==> src/hdl/crs_pkg.sv <==
package crs_pkg;

  localparam int MAX_POINTS = 16;
  localparam int IDX_W      = $clog2(MAX_POINTS);
  localparam int CNT_W      = $clog2(MAX_POINTS + 1);
  localparam int PT_W       = 32;
  localparam int KNOT_W     = 31;
  localparam int U_W        = 17;
  localparam int NUM_W      = 58;
  localparam int DIV_CNT_W  = $clog2(NUM_W + 1);
  localparam int MUL_W      = 34;
  localparam int ACC_W      = 72;
  localparam int S_W        = 19;
  localparam int S2_W       = 20;
  localparam int S3_W       = 21;
  localparam int COEF_W     = 24;
  localparam int INNER_W    = 40;
  localparam int LO_W       = 20;

  localparam logic [U_W-1:0]           ONE_Q16   = 17'd65536;
  localparam logic [KNOT_W-1:0]        TENTH_Q16 = 31'd6554;
  localparam logic signed [S_W-1:0]    S_LIMIT   = 19'sd131072;
  localparam logic signed [ACC_W-1:0]  MUL_LIMIT = {{(ACC_W-61){1'b0}}, 1'b1, 60'd0};

  localparam logic FUNC_ADD  = 1'b0;
  localparam logic FUNC_EVAL = 1'b1;

  typedef enum logic [1:0] {
    ST_OK    = 2'd0,
    ST_FULL  = 2'd1,
    ST_FEW   = 2'd2,
    ST_ORDER = 2'd3
  } status_t;

  typedef struct packed {
    logic [2:0][PT_W-1:0] p;
    logic [KNOT_W-1:0]    knot;
    logic [2:0][PT_W-1:0] tan;
  } row_t;

  typedef struct packed {
    logic busy;
    logic done;
  } div_stat_t;

  typedef enum logic [5:0] {
    S_IDLE, S_FIN,
    S_A_CHK, S_A_PP, S_A_DA, S_A_WA, S_A_WB, S_A_WR,
    S_E_LAST, S_E_W, S_E_SC, S_E_R0, S_E_R1, S_E_SD, S_E_SW,
    S_E_M1, S_E_M2, S_E_M3, S_E_M4,
    S_P1, S_P2, S_P3, S_P4, S_P5, S_P6, S_P7, S_P8,
    S_D1, S_D2, S_D3, S_D4, S_D5
  } state_t;

  function automatic logic signed [PT_W-1:0] sat32(input logic signed [ACC_W-1:0] v);
    logic fits;
    fits = (&v[ACC_W-1:PT_W-1]) || (~|v[ACC_W-1:PT_W-1]);
    if (fits) return v[PT_W-1:0];
    else if (v[ACC_W-1]) return {1'b1, {(PT_W-1){1'b0}}};
    else return {1'b0, {(PT_W-1){1'b1}}};
  endfunction

endpackage

==> src/hdl/crs_store.sv <==
module crs_store (
  input  logic                      clk,
  input  logic                      we,
  input  logic [crs_pkg::IDX_W-1:0] waddr,
  input  crs_pkg::row_t             wdata,
  input  logic [crs_pkg::IDX_W-1:0] raddr,
  output crs_pkg::row_t             rdata
);
  import crs_pkg::*;

  row_t mem [MAX_POINTS];
  row_t rdata_r;

  always_ff @(posedge clk) begin
    if (we) begin
      mem[waddr] <= wdata;
    end
    rdata_r <= mem[raddr];
  end

  assign rdata = rdata_r;

endmodule

==> config.mk <==
export PLATFORM = sky130hd
export DESIGN_NAME = crs_store
export DESIGN_NICKNAME = d
export VERILOG_FILES = /design/src/hdl/crs_pkg.sv /design/src/hdl/crs_store.sv
export SDC_FILE = /design/constraint.sdc
export NUM_CORES = 2
export LEC_CHECK = 0
export BUFFER_PORTS_ARGS = -buffer_cell sky130_fd_sc_hd__buf_2
export CAP_MARGIN = 30
export CORE_MARGIN = 4
export CORE_UTILIZATION = 66
export CTS_CLUSTER_DIAMETER = 120
export DETAILED_ROUTE_END_ITERATION = 10
export PLACE_DENSITY = 0.84
export SLEW_MARGIN = 10
export SYNTH_ARGS = -nofsm -noshare
export SYNTH_HDL_FRONTEND = slang
export SYNTH_SLANG_ARGS = --single-unit
==> constraint.sdc <==
create_clock -name clk -period 32.2 [get_ports clk]
set_input_delay 3.22 -clock clk [delete_from_list [all_inputs] [get_ports clk]]
set_output_delay 3.22 -clock clk [all_outputs]
set_load 0.05 [all_outputs]
==> summary.md <==
| Metric | Value |
|---|---|
| Slew margin rel. | 0.09835 |
| Cells after DPL | just under 9,000 |
| Via count | approximately 70,000 |
| # Post-CTS Setup Buffers | 0 |
| Hold Path Class | flop to flop |
| Die width | roughly 470 um |
| LEAKAGE | 0.05047 uW |
| Outcome | finished clean |
| Sink Count | 3,791 |
| Period utilization | 0.2253 |
| Final setup fails | 0 |
| Syn nets | 6,054 |
| Setup tns final | 0 ns |
| Core ar. | 0.2079 mm2 |
| Final cell count without fillers | 9,648 |
| Share of cells above drive strength 1 | 0.3088 |
| Finished Cell Area | 0.1566 mm2 |
| FF-to-FF Start | mem[15][75] |
| PortBufs | 455 |
| Max Slew Vio Count | 0 |
| FFs w/ async S/R, synth | 0 |
| Area of the die | 0.2172 mm2 |
| FILL cells | 9,921 |
| Drc violations | 0 |
| Vias in the first global route | around 72,000 |
| Starting DRT DRC Count | 11,760 |
| Period minus WS final | 7.255 ns |
| Critical path endpoint | rdata[174] |
| Num CTS Buffers | 370 |
| Htree depth | 5 |
| Largest net degree at the start of global routing | 161 |
| Syn_area_per_cell | 23.78 um2 |
| Initial antenna violation count | between 90 and 100 |
| Sequential cell area | 0.1116 mm2 |
| Die Y | 466.0 um |
| Most used DFF post-synth | edfxtp_1 |
| Crit path DAT | 8.07 ns |
| Max Buffers Root-to-Sink | 4 |
| Hold buffers post-CTS | 0 |
| Worst-Skew Late Latency | 1.00 ns |
| RSZ-0062 raised after global routing | no |
| Mapped cell area | 0.1384 mm2 |
| Final Power | 10,500 uW |
| Critical R2R Capture | rdata[75] |
| Worst-Margin Slew | 1.352 ns |
| Area of the multi-input gates | 0.02532 mm2 |
| Initial core utilization | 0.6659 |
| Grt ovf | 0 |
| DR WL/cell | 37.91 um |
| Syn Inst Count | 5,821 |
| Final setup margin | 24.94 ns |
| #FFs+latches synth | about 3,800 |
| Yosys warnings | 0 |
| Synth cell types | 29 |
| Post-DP HPWL | 166,800 um |
| WL final | 365,800 um |
| Pre-CTS WS | 23.78 ns |
| Crit path max fanout | 96 |
| Most common cell after layout, fill and taps aside | edfxtp_1 |
| Post-placement cell area | 0.1441 mm2 |
| Setup Skew | 0.07856 ns |
| Worst reg2reg setup slack | 30.63 ns |
| Critical Path RT | 33.02 ns |
| Via density | 7.138 |
| # rows | about 170 |
| First-pass GRT wire length | just over 500,000 um |
| Final net count | ~6,700 |
| Layout area overhead | 13.10% |
| Most frequent cells in the layout | 3,568 x edfxtp_1, 832 x mux4_2, 451 x buf_2 |
| GRT Util Overall | 0.3360 |
| Post-synthesis sequential area ratio | 0.8062 |
| Pwr Density | 67.03 mW/mm2 |
| Post-synth EDFFs | between 3,000 and 4,000 |
| CTS tree | done |
| Critical path class | input pin to flop |
| Pre-antenna DRT Iters | 7 |
| Worst vdd ir | 0.06754 mV |
| Critical Path Start Type | input pin |
| CP Launch Point | raddr[0] |
| Num ports | 456 |
| Endpoint class of the critical path | flop |
| Routed Antenna Nets | 0 |
| Achievable clock frequency | 137.8 MHz |
| Fin. Hold Viols | 0 |
| Worst reg2reg path depth | 3 |
| Gpl congestion | between 0.7 and 0.8 |
| CTS clk-pin slew, worst paths | 0.07 ns |
| Max-cap viol count | 0 |
| Root Driver | clkbuf_16 |
| CTS resizes | 0 |
critical path: stages:
cell and delay (ns):
buf_12 0.56, buf_4 0.75, buf_4 0.80, buf_4 0.81
buf_4 0.47, buf_16 0.29, mux4_2 0.59, a22oi_1 0.25
nand2_1 0.14
Yosys cell counts (27+ instances only):
cell,number,area share
edfxtp_1,3568,0.77
mux4_2,832,0.14
a22oi_1,378,0.020
dfxtp_1,223,0.032
nand2_1,165,0.0045
buf_2,126,0.0046
mux2_2,112,0.0091
clkbuf_1,111,0.0030
nor2b_1,43,0.0019
mux2i_1,39,0.0028
o221ai_1,37,0.0023
buf_4,36,0.0020
buf_6,29,0.0024
o21ai_0,28,0.0010
nand2b_1,27,0.0012
state kept, by name, indices dropped and copies added (netlist names):
name   count
rdata    223
mem     3568
cells by family after synthesis:
| logic type | share of synthesized area |
|---|---|
| mux | 0.1473 |
| flops | 0.8062 |
| compound gates | 0.02585 |
| simple gates | 0.008595 |
| buf+inv | 0.01212 |
power by group:
part           total [uW]  internal, uW  switching (uW)
combinational         608           197             411
clock                4310          2470            1840
sequential           5580          5520            60.5
total               10500          8180            2310
area by class of cell:
| class | count | share of cell area |
|---|---|---|
| sequential | 3791 | 0.7128 |
| timing repair buffer | 599 | 0.02623 |
| multi-input combinational | 1720 | 0.1617 |
| tap | 2788 | 0.02228 |
| clock inverter | 168 | 0.01131 |
| antenna | 89 | 0.001422 |
| clock buffer | 493 | 0.06427 |
per-stage QoR:
| step | util | hold slack [ns] |
|---|---|---|
| 2_1_floorplan | - | 0.6349 |
| 3_3_place_gp | 0.6916 | 0.6478 |
| 3_5_place_dp | 0.6933 | 0.6529 |
| 4_1_cts | 0.7502 | 0.6600 |
| 5_1_grt | 0.7526 | 0.6962 |
| 6_report | 0.7531 | 0.6668 |
layer usage:
metal,global-route usage,up-vias,part of all wire
li1,-,26270,-
met1,0.4417,35830,0.33
met2,0.5426,5770,0.51
met3,0.07793,970,0.12
met4,0.1619,34,0.050
met5,0,-,0.00062
worst min-delay path by stage:
stage,start,endpoint,slack [ns],cells past startpoint
after CTS,mem[14][210],rdata[210],0.66,3
after global placement,mem[15][204],rdata[204],0.65,3
final,mem[2][183],rdata[183],0.67,3
after detailed placement,mem[14][102],rdata[102],0.65,3
after floorplan,mem[14][100],rdata[100],0.63,3
after global routing,mem[4][129],rdata[129],0.70,3
(Power assumes the default switching activity.)
