--- config.mk ---
export PLATFORM = sky130hd
export DESIGN_NAME = crs_div
export DESIGN_NICKNAME = d
export VERILOG_FILES = /design/src/hdl/crs_pkg.sv /design/src/hdl/crs_div.sv
export SDC_FILE = /design/constraint.sdc
export NUM_CORES = 1
export LEC_CHECK = 0
export CAP_MARGIN = 30
export CORE_MARGIN = 8
export CORE_UTILIZATION = 65
export DETAILED_ROUTE_END_ITERATION = 12
export DONT_BUFFER_PORTS = 1
export PLACE_DENSITY = 0.81
export SLEW_MARGIN = 20
export SYNTH_ARGS = -nofsm -noshare
export SYNTH_HDL_FRONTEND = slang
export SYNTH_SLANG_ARGS = --single-unit
--- constraint.sdc ---
create_clock -name clk -period 5.1 [get_ports clk]
set_clock_uncertainty 0.05 [all_clocks]
set_input_delay 0.255 -clock clk [delete_from_list [all_inputs] [get_ports clk]]
set_output_delay 0.255 -clock clk [all_outputs]
set_load 0.03 [all_outputs]
--- src/hdl/crs_pkg.sv ---
package crs_pkg;

  localparam int MAX_POINTS = 16;
  localparam int IDX_W      = $clog2(MAX_POINTS);
  localparam int CNT_W      = $clog2(MAX_POINTS + 1);
  localparam int PT_W       = 32;
  localparam int KNOT_W     = 31;
  localparam int U_W        = 17;
  localparam int NUM_W      = 58;
  localparam int DIV_CNT_W  = $clog2(NUM_W + 1);
  localparam int MUL_W      = 34;
  localparam int ACC_W      = 72;
  localparam int S_W        = 19;
  localparam int S2_W       = 20;
  localparam int S3_W       = 21;
  localparam int COEF_W     = 24;
  localparam int INNER_W    = 40;
  localparam int LO_W       = 20;

  localparam logic [U_W-1:0]           ONE_Q16   = 17'd65536;
  localparam logic [KNOT_W-1:0]        TENTH_Q16 = 31'd6554;
  localparam logic signed [S_W-1:0]    S_LIMIT   = 19'sd131072;
  localparam logic signed [ACC_W-1:0]  MUL_LIMIT = {{(ACC_W-61){1'b0}}, 1'b1, 60'd0};

  localparam logic FUNC_ADD  = 1'b0;
  localparam logic FUNC_EVAL = 1'b1;

  typedef enum logic [1:0] {
    ST_OK    = 2'd0,
    ST_FULL  = 2'd1,
    ST_FEW   = 2'd2,
    ST_ORDER = 2'd3
  } status_t;

  typedef struct packed {
    logic [2:0][PT_W-1:0] p;
    logic [KNOT_W-1:0]    knot;
    logic [2:0][PT_W-1:0] tan;
  } row_t;

  typedef struct packed {
    logic busy;
    logic done;
  } div_stat_t;

  typedef enum logic [5:0] {
    S_IDLE, S_FIN,
    S_A_CHK, S_A_PP, S_A_DA, S_A_WA, S_A_WB, S_A_WR,
    S_E_LAST, S_E_W, S_E_SC, S_E_R0, S_E_R1, S_E_SD, S_E_SW,
    S_E_M1, S_E_M2, S_E_M3, S_E_M4,
    S_P1, S_P2, S_P3, S_P4, S_P5, S_P6, S_P7, S_P8,
    S_D1, S_D2, S_D3, S_D4, S_D5
  } state_t;

  function automatic logic signed [PT_W-1:0] sat32(input logic signed [ACC_W-1:0] v);
    logic fits;
    fits = (&v[ACC_W-1:PT_W-1]) || (~|v[ACC_W-1:PT_W-1]);
    if (fits) return v[PT_W-1:0];
    else if (v[ACC_W-1]) return {1'b1, {(PT_W-1){1'b0}}};
    else return {1'b0, {(PT_W-1){1'b1}}};
  endfunction

endpackage

--- src/hdl/crs_div.sv ---
module crs_div (
  input  logic                              clk,
  input  logic                              rst_n,
  input  logic                              start,
  input  logic signed [crs_pkg::NUM_W-1:0]  num,
  input  logic [crs_pkg::KNOT_W-1:0]        den,
  output crs_pkg::div_stat_t                stat,
  output logic signed [crs_pkg::NUM_W-1:0]  quo
);
  import crs_pkg::*;

  logic [NUM_W-1:0]     mag_r, mag_nxt;
  logic [KNOT_W-1:0]    rem_r, rem_nxt, den_r;
  logic [KNOT_W:0]      rem_sh;
  logic                 take, neg_r, zero_r, busy_r, done_r;
  logic [DIV_CNT_W-1:0] cnt_r;

  always_comb begin
    rem_sh  = {rem_r, mag_r[NUM_W-1]};
    take    = rem_sh >= {1'b0, den_r};
    rem_nxt = take ? KNOT_W'(rem_sh - {1'b0, den_r}) : rem_sh[KNOT_W-1:0];
    mag_nxt = {mag_r[NUM_W-2:0], take};
  end

  always_ff @(posedge clk) begin
    if (!rst_n) begin
      busy_r <= 1'b0;
      done_r <= 1'b0;
    end else begin
      done_r <= busy_r && (cnt_r == DIV_CNT_W'(1));
      if (start && !busy_r) begin
        busy_r <= 1'b1;
      end else if (busy_r && cnt_r == DIV_CNT_W'(1)) begin
        busy_r <= 1'b0;
      end
    end
  end

  always_ff @(posedge clk) begin
    if (start && !busy_r) begin
      mag_r  <= num[NUM_W-1] ? NUM_W'(-num) : NUM_W'(num);
      rem_r  <= '0;
      den_r  <= den;
      neg_r  <= num[NUM_W-1];
      zero_r <= (den == '0);
      cnt_r  <= DIV_CNT_W'(NUM_W);
    end else if (busy_r) begin
      mag_r <= mag_nxt;
      rem_r <= rem_nxt;
      cnt_r <= cnt_r - 1'b1;
    end
  end

  assign stat.busy = busy_r;
  assign stat.done = done_r;
  assign quo = zero_r ? '0 : (neg_r ? -$signed(mag_r) : $signed(mag_r));

endmodule

==> results by group, run 1 <==
Setup path
  – R2R cell count: 13
  – Critical R2R Launch: mag_r[57]
  – CP Launch Type: flip-flop
  – Critical path startpoint: mag_r[0]
  – FF-to-FF setup slack: 1.57 ns
  – Crit-path max cell delay: 0.60 ns
  – Worst-path maximum fanout: 7
  – CP Cell Sequence: inv_1 > ha_1 > or4b_1 > or4_1 > nand2b_4 > or3_4 > or4_4 > or4_4 > o21ai_1 > xor2_1 > nor2_1
  – Critical Path RT: 4.80 ns
  – Slowest-stage cell, CP: or4_1
  – CP endpoint kind: primary output
  – Arrival time worst endpoint: 4.57 ns
  – R2r endpoint: rem_r[29]
  – Most frequent CP cell: or4_4
  – Kind of critical path: reg -> out

Synth
  – Top-area cell type share of the netlist area: 0.289
  – Post-synthesis mux area share: 0.0180
  – Dominant cell type by area after synthesis: edfxtp_1
  – Post-synthesis cell area: 9460 um2
  – Async S/R FF share, synth: 0
  – Ys flop type: edfxtp_1
  – Adder-cell share of the synthesized area: 0.0484
  – Library cells used by synthesis: 63
  – Synth Area in Compound Gates: 0.193
  – Mapped Cells: 1103
  – Sequential fraction of the synthesis area: 0.371
  – EDFF count, synth: 91
  – Syn nets: 1231
  – Yosys reg bits: 130
  – Post-Syn Area per Cell: 8.58 um2
  – Synth area leaders: edfxtp_1, xor2_1, dfxtp_1, o21ai_0, nand2_1
  – Post-Synth Simple-Gate Area: 0.201
  – XOR/XNOR Fraction of Synth Area: 0.125
  – Main combinational cell family by area after synthesis: simple AND/OR/NAND/NOR gates
  – YS warnings: 0

STA
  – Unrepaired setup endpoints after global routing: false
  – Fin crit share: 0.957
  – Final Critical Period: 4.88 ns
  – Slew headroom: 0.345
  – Worst Max-Slew Pin Slew: 0.982 ns
  – Max Slew Vio Count: 0
  – Total negative slack: 0 ns
  – Achievable Freq: 205 MHz
  – Final hold violations: 0
  – Final setup viols: 0

Clock network
  – CTS sink count: 130
  – CTS clk-pin slew, worst paths: 0.05 ns
  – # H-tree levels: 4
  – CTS buffer count: 17
  – CTS root buffer: clkbuf_16
  – Post-CTS Setup Repair Bufs: 0
  – CTS tree: yes
  – Clock Path Buffers: 2
  – Worst-Skew Late Latency: 0.43 ns

Cells and area
  – Share of layout cells above drive strength 1: 0.0654
  – Layout Cells excl Fill: 1315
  – Area growth from synthesis to layout: 10.8%
  – Leading cell type in the layout, fill and taps excluded: nand2_1
  – # diodes: 0
  – Leading cell types in the layout, fill and taps excluded: nand2_1, o21ai_0, xor2_1, edfxtp_1, nor2_1
  – Fin nets: 1246

Route
  – WL final: 25200 um
  – DRT antenna net count: 0
  – Via count: 8255
  – Vias/cell: 6.28
  – Number of detailed-routing iterations run before antenna repair: 5
  – Avg WL per Cell: 19.2 um
  – DRC Markers: 0
  – Initial drt markers: 560

Die
  – Initial core utilization: 0.659
  – Die H: 137 um
  – FP Rows: 44
  – Total die area: 18700 um2
  – # IOs: 152
  – CORE AREA: 14400 um2
  – Die width: 137 um

Global routing
  – Largest net degree at the start of global routing: 77
  – Global-route wire length before repair: 40200 um
  – Vias in the first global route: 8243
  – Grt ovf: 0
  – GRT Total Usage: 0.272
  – Initial antenna violation count: 0

Placed design
  – I/O Buffers: 0
  – Detailed placer's ending HPWL: 17800 um
  – Dpl cells: 1249
  – Gpl congestion: 0.911

Min path
  – HP Start: num[0]
  – Worst Hold Class: in -> reg
  – Destination of the worst hold path: mag_r[0]
  – Hold Path Depth: 2

Pwr
  – VDD IR max: 0.332 mV
  – Pwr dens: 432 nW/um2
  – Leak: 4.15 nW

Flow run
  – Max_cap viols: 0

Status
  – Status: finished, final reports clean
## cell families after synthesis
logic type      Yosys count
simple gates            386
compound gates          295
xor+xnor                135
flops                   130
buf+inv                 104
fa+ha+maj                36
mux                      17
## what timing repair did
action / 4_1_cts / 5_1_grt
setup endpoints to repair: 0 / 1
hold endpoints to repair: 39 / 0
hold buffers: 34 / 0
resized for setup: 0 / 1
## worst max-delay path, delay by kind of cell, from the launching register on
kind            cells  cell delay (ns)
compound gates      1             0.17
xor+xnor            1             0.09
fa+ha+maj           1             0.19
buf+inv             1             0.10
flops               1             0.41
simple gates        7             3.19
## sequential cells by signal, indices dropped and copies added (netlist names)
| name | count |
|---|---|
| busy_r | 1 |
| den_r | 31 |
| neg_r | 1 |
| rem_r | 31 |
| done_r | 1 |
| cnt_r | 6 |
| mag_r | 58 |
| zero_r | 1 |
## per-stage QoR
step	power, W	area (um2)	util	setup slack, ns	hold WS [ns]
after detailed placement	0.00328	9580	0.667	0.585	0.304
after global placement	0.00323	9580	0.667	0.683	0.304
final	0.00453	10500	0.730	0.222	0.0322
after global routing	0.00478	10500	0.730	0.0757	0.0476
after CTS	0.00447	10500	0.730	0.133	0.0239
after floorplan	0.00293	9460	-	0.933	0.304
## per-layer routing
metal,wire (um),global-route usage,vias up,part of all wire
met5,0,0,-,0
met4,1050,0.142,0,0.042
met3,2130,0.0899,79,0.085
met2,12700,0.482,314,0.50
met1,9310,0.281,3854,0.37
li1,-,-,4008,-
## layout make-up
cell class	instances	area [um2]
fillers	1080	3880
flip-flops and latches	130	3510
repair buffers	45	423
clock inverters	6	81.3
multi-input cells	869	5550
well taps	184	230
clock buffers	26	480
inverters	55	206
## synth_stat cells (12+ instances only)
master / count
a21o_1: 14
a21oi_1: 39
a31oi_1: 13
clkbuf_1: 45
dfxtp_1: 39
edfxtp_1: 91
ha_1: 35
inv_1: 55
mux2i_1: 17
nand2_1: 137
nand2b_1: 12
nor2_1: 91
nor3_1: 20
nor4_1: 17
o21ai_0: 131
o31ai_1: 33
or2_2: 13
or3_1: 23
xnor2_1: 22
xor2_1: 113
## report_power, final
group	total [W]	switching, W	internal [W]
clock network	0.00119	0.000441	0.000746
logic	0.00180	0.00112	0.000680
registers	0.00154	0.000187	0.00136
## how the worst max path moves through the flow
| stage | to |
|---|---|
| finish | quo[56] |
| detailed placement | quo[48] |
| CTS | quo[48] |
| global route | quo[56] |
| global placement | quo[48] |
| floorplan | quo[48] |
(Power assumes the default switching activity.)
==> run 2: changes to the inputs <==
- CORE_UTILIZATION: 65 -> 59
- PLACE_DENSITY: 0.81 -> 0.78
- clock period: 5.1 -> 4.1 ns (I/O delays scaled with it)
==> results by group, run 2 (synthesized netlist as in run 1, its figures left out) <==
Status
  – Status: finished, violations left (was finished, final reports clean)
  – Violated checks: setup timing

STA
  – Final hold violations: 0 (unchanged)
  – Achievable Freq: 226 MHz
  – Final Critical Period: 4.43 ns
  – Worst Max-Slew Pin Slew: 0.818 ns (was 0.982 ns)
  – Worst setup margin: -0.334 ns (was 0.222 ns)
  – Slew headroom: 0.454 (was 0.345)
  – Final setup viols: 11 (was 0)
  – Unrepaired setup endpoints after global routing: true (was false)
  – Max Slew Vio Count: 0 (unchanged)
  – Fin crit share: 1.08

Cells and area
  – Leading cell types in the layout, fill and taps excluded: nand2_1, o21ai_0, xor2_1, edfxtp_1, nor2_1 (unchanged)
  – Share of layout cells above drive strength 1: 0.113 (was 0.0654)
  – Fin nets: 1297 (was 1246)
  – Area growth from synthesis to layout: 17.1% (was 10.8%)
  – Leading cell type in the layout, fill and taps excluded: nand2_1 (unchanged)
  – Design area: 11100 um2 (was 10500 um2)
  – Fillers: 1236 (was 1080)
  – Max reg flops: 58 (unchanged)
  – # diodes: 0 (unchanged)
  – Largest regs: mag_r (58), den_r (31), rem_r (31) (unchanged)
  – Most flops, register: mag_r (unchanged)

Clock network
  – # H-tree levels: 4 (unchanged)
  – CTS root buffer: clkbuf_16 (unchanged)
  – CTS buffer count: 17 (unchanged)
  – Worst-Skew Late Latency: 0.42 ns (was 0.43 ns)
  – CTS sink count: 130 (unchanged)
  – CTS tree: yes (unchanged)
  – CTS clk-pin slew, worst paths: 0.06 ns (was 0.05 ns)
  – Clock Path Buffers: 2 (unchanged)

Min path
  – Hold Path Depth: 2 (unchanged)
  – Destination of the worst hold path: mag_r[49] (was mag_r[0])
  – Worst Hold Class: in -> reg (unchanged)
  – HP Start: num[49] (was num[0])

Setup path
  – FF-to-FF setup slack: 0.62 ns (was 1.57 ns)
  – Most frequent CP cell: or4_4 (unchanged)
  – R2R cell count: 13 (unchanged)
  – CP endpoint kind: primary output (unchanged)
  – Critical R2R Launch: mag_r[57] (unchanged)
  – CP Launch Type: flip-flop (unchanged)
  – Crit-path max cell delay: 0.51 ns (was 0.60 ns)
  – Kind of critical path: reg -> out (unchanged)
  – Critical Path RT: 3.85 ns (was 4.80 ns)
  – Arrival time worst endpoint: 4.18 ns (was 4.57 ns)
  – CP Cell Sequence: or3_4 > or4_4 > or4_4 > or3_4 > or4_4 > or4_4 > o41ai_4 > xor2_1 > nor2_1 > buf_4 (was inv_1 > ha_1 > or4b_1 > or4_1 > nand2b_4 > or3_4 > or4_4 > or4_4 > o21ai_1 > xor2_1 > nor2_1)
  – R2r endpoint: rem_r[8] (was rem_r[29])
  – Worst-path maximum fanout: 5 (was 7)
  – Slowest-stage cell, CP: or4_4 (was or4_1)

Route
  – Via count: 8380 (was 8255)
  – Avg WL per Cell: 18.4 um (was 19.2 um)
  – Initial drt markers: 650 (was 560)
  – Number of detailed-routing iterations run before antenna repair: 7 (was 5)
  – DRC Markers: 0 (unchanged)
  – Routed wl met2: 12800 um (was 12700 um)
  – Met3 wire len: 2290 um (was 2130 um)
  – DRT antenna net count: 0 (unchanged)
  – Metal-1 WL: 9490 um (was 9310 um)
  – Vias/cell: 5.99 (was 6.28)
  – WL final: 25700 um (was 25200 um)
  – Max layer used: met4 (unchanged)

Die
  – Die H: 143 um (was 137 um)
  – CORE AREA: 15800 um2 (was 14400 um2)
  – Die width: 143 um (was 137 um)
  – Total die area: 20300 um2 (was 18700 um2)
  – FP Rows: 46 (was 44)
  – Initial core utilization: 0.600 (was 0.659)
  – # IOs: 152 (unchanged)

Placed design
  – Pre-CTS WS: 0.0375 ns (was 0.585 ns)
  – Placed Area: 9890 um2 (was 9580 um2)
  – I/O Buffers: 0 (unchanged)
  – Detailed placer's ending HPWL: 18100 um (was 17800 um)
  – Gpl congestion: 0.935 (was 0.911)

Global routing
  – Vias in the first global route: 8321 (was 8243)
  – Initial antenna violation count: 0 (unchanged)
  – GRT Total Usage: 0.254 (was 0.272)
  – Grt ovf: 0 (unchanged)
  – Largest net degree at the start of global routing: 92 (was 77)
  – Global-route wire length before repair: 41000 um (was 40200 um)

Pwr
  – Pwr dens: 527 nW/um2 (was 432 nW/um2)
  – Leak: 4.44 nW (was 4.15 nW)
  – Final Power: 0.00584 W (was 0.00453 W)
  – VDD IR max: 0.372 mV (was 0.332 mV)

Flow run
  – Max_cap viols: 0 (unchanged)
-- run 2: stage by stage --
stage	hold slack (ns)	utilization	instances	TNS, ns
2_1_floorplan	0.254	-	1103	0
3_3_place_gp	0.254	0.627	1316	0
3_5_place_dp	0.254	0.627	1316	0
4_1_cts	0.000500	0.700	1395	-2.80
5_1_grt	0.00837	0.703	1398	-4.05
6_report	0.00624	0.703	1398	-2.61
-- run 2: per-layer routing --
metal / vias up / global-route usage
met2: 315 / 0.445
met5: - / 0
met4: 0 / 0.128
li1: 4109 / -
met3: 71 / 0.0805
met1: 3885 / 0.270
-- run 2: what timing repair did --
| item | CTS | global route |
|---|---|---|
| pin swaps | 5 | 8 |
| setup buffers | 6 | 3 |
| gates resized for setup | 17 | 2 |
| gates cloned | 0 | 0 |
| hold buffers | 41 | 0 |
| hold endpoints to repair | 46 | 0 |
| endpoints found under the setup margin | 10 | 13 |
-- run 2: final cells by class --
type,count,area (um2),area share
timing repair buffer,96,835,0.0753
clock inverter,13,165,0.0149
inverter,55,206,0.0186
sequential,130,3510,0.317
clock buffer,19,443,0.0400
multi-input combinational,869,5650,0.510
tap,216,270,0.0244
-- run 2: power by group --
part	total (W)	switching, W	internal (W)	leakage, nW
registers	0.00192	0.000234	0.00169	1.23
clock network	0.00156	0.000544	0.00102	0.303
logic	0.00236	0.00141	0.000945	2.91
-- run 2: worst max path at each step --
stage | start | end
after global placement | mag_r[1] | quo[48]
after detailed placement | mag_r[1] | quo[48]
after CTS | mag_r[22] | quo[49]
final | mag_r[22] | quo[49]
after floorplan | mag_r[0] | quo[50]
after global routing | mag_r[22] | quo[49]
-- run 2: critical path: cells and delay by family, from the launching register on --
family,cells,cell delay [ns]
AO/OA/AOI/OAI,1,0.24
AND/OR/NAND/NOR,7,2.76
XOR/XNOR,1,0.17
flip-flops,1,0.38
buffers and inverters,1,0.20
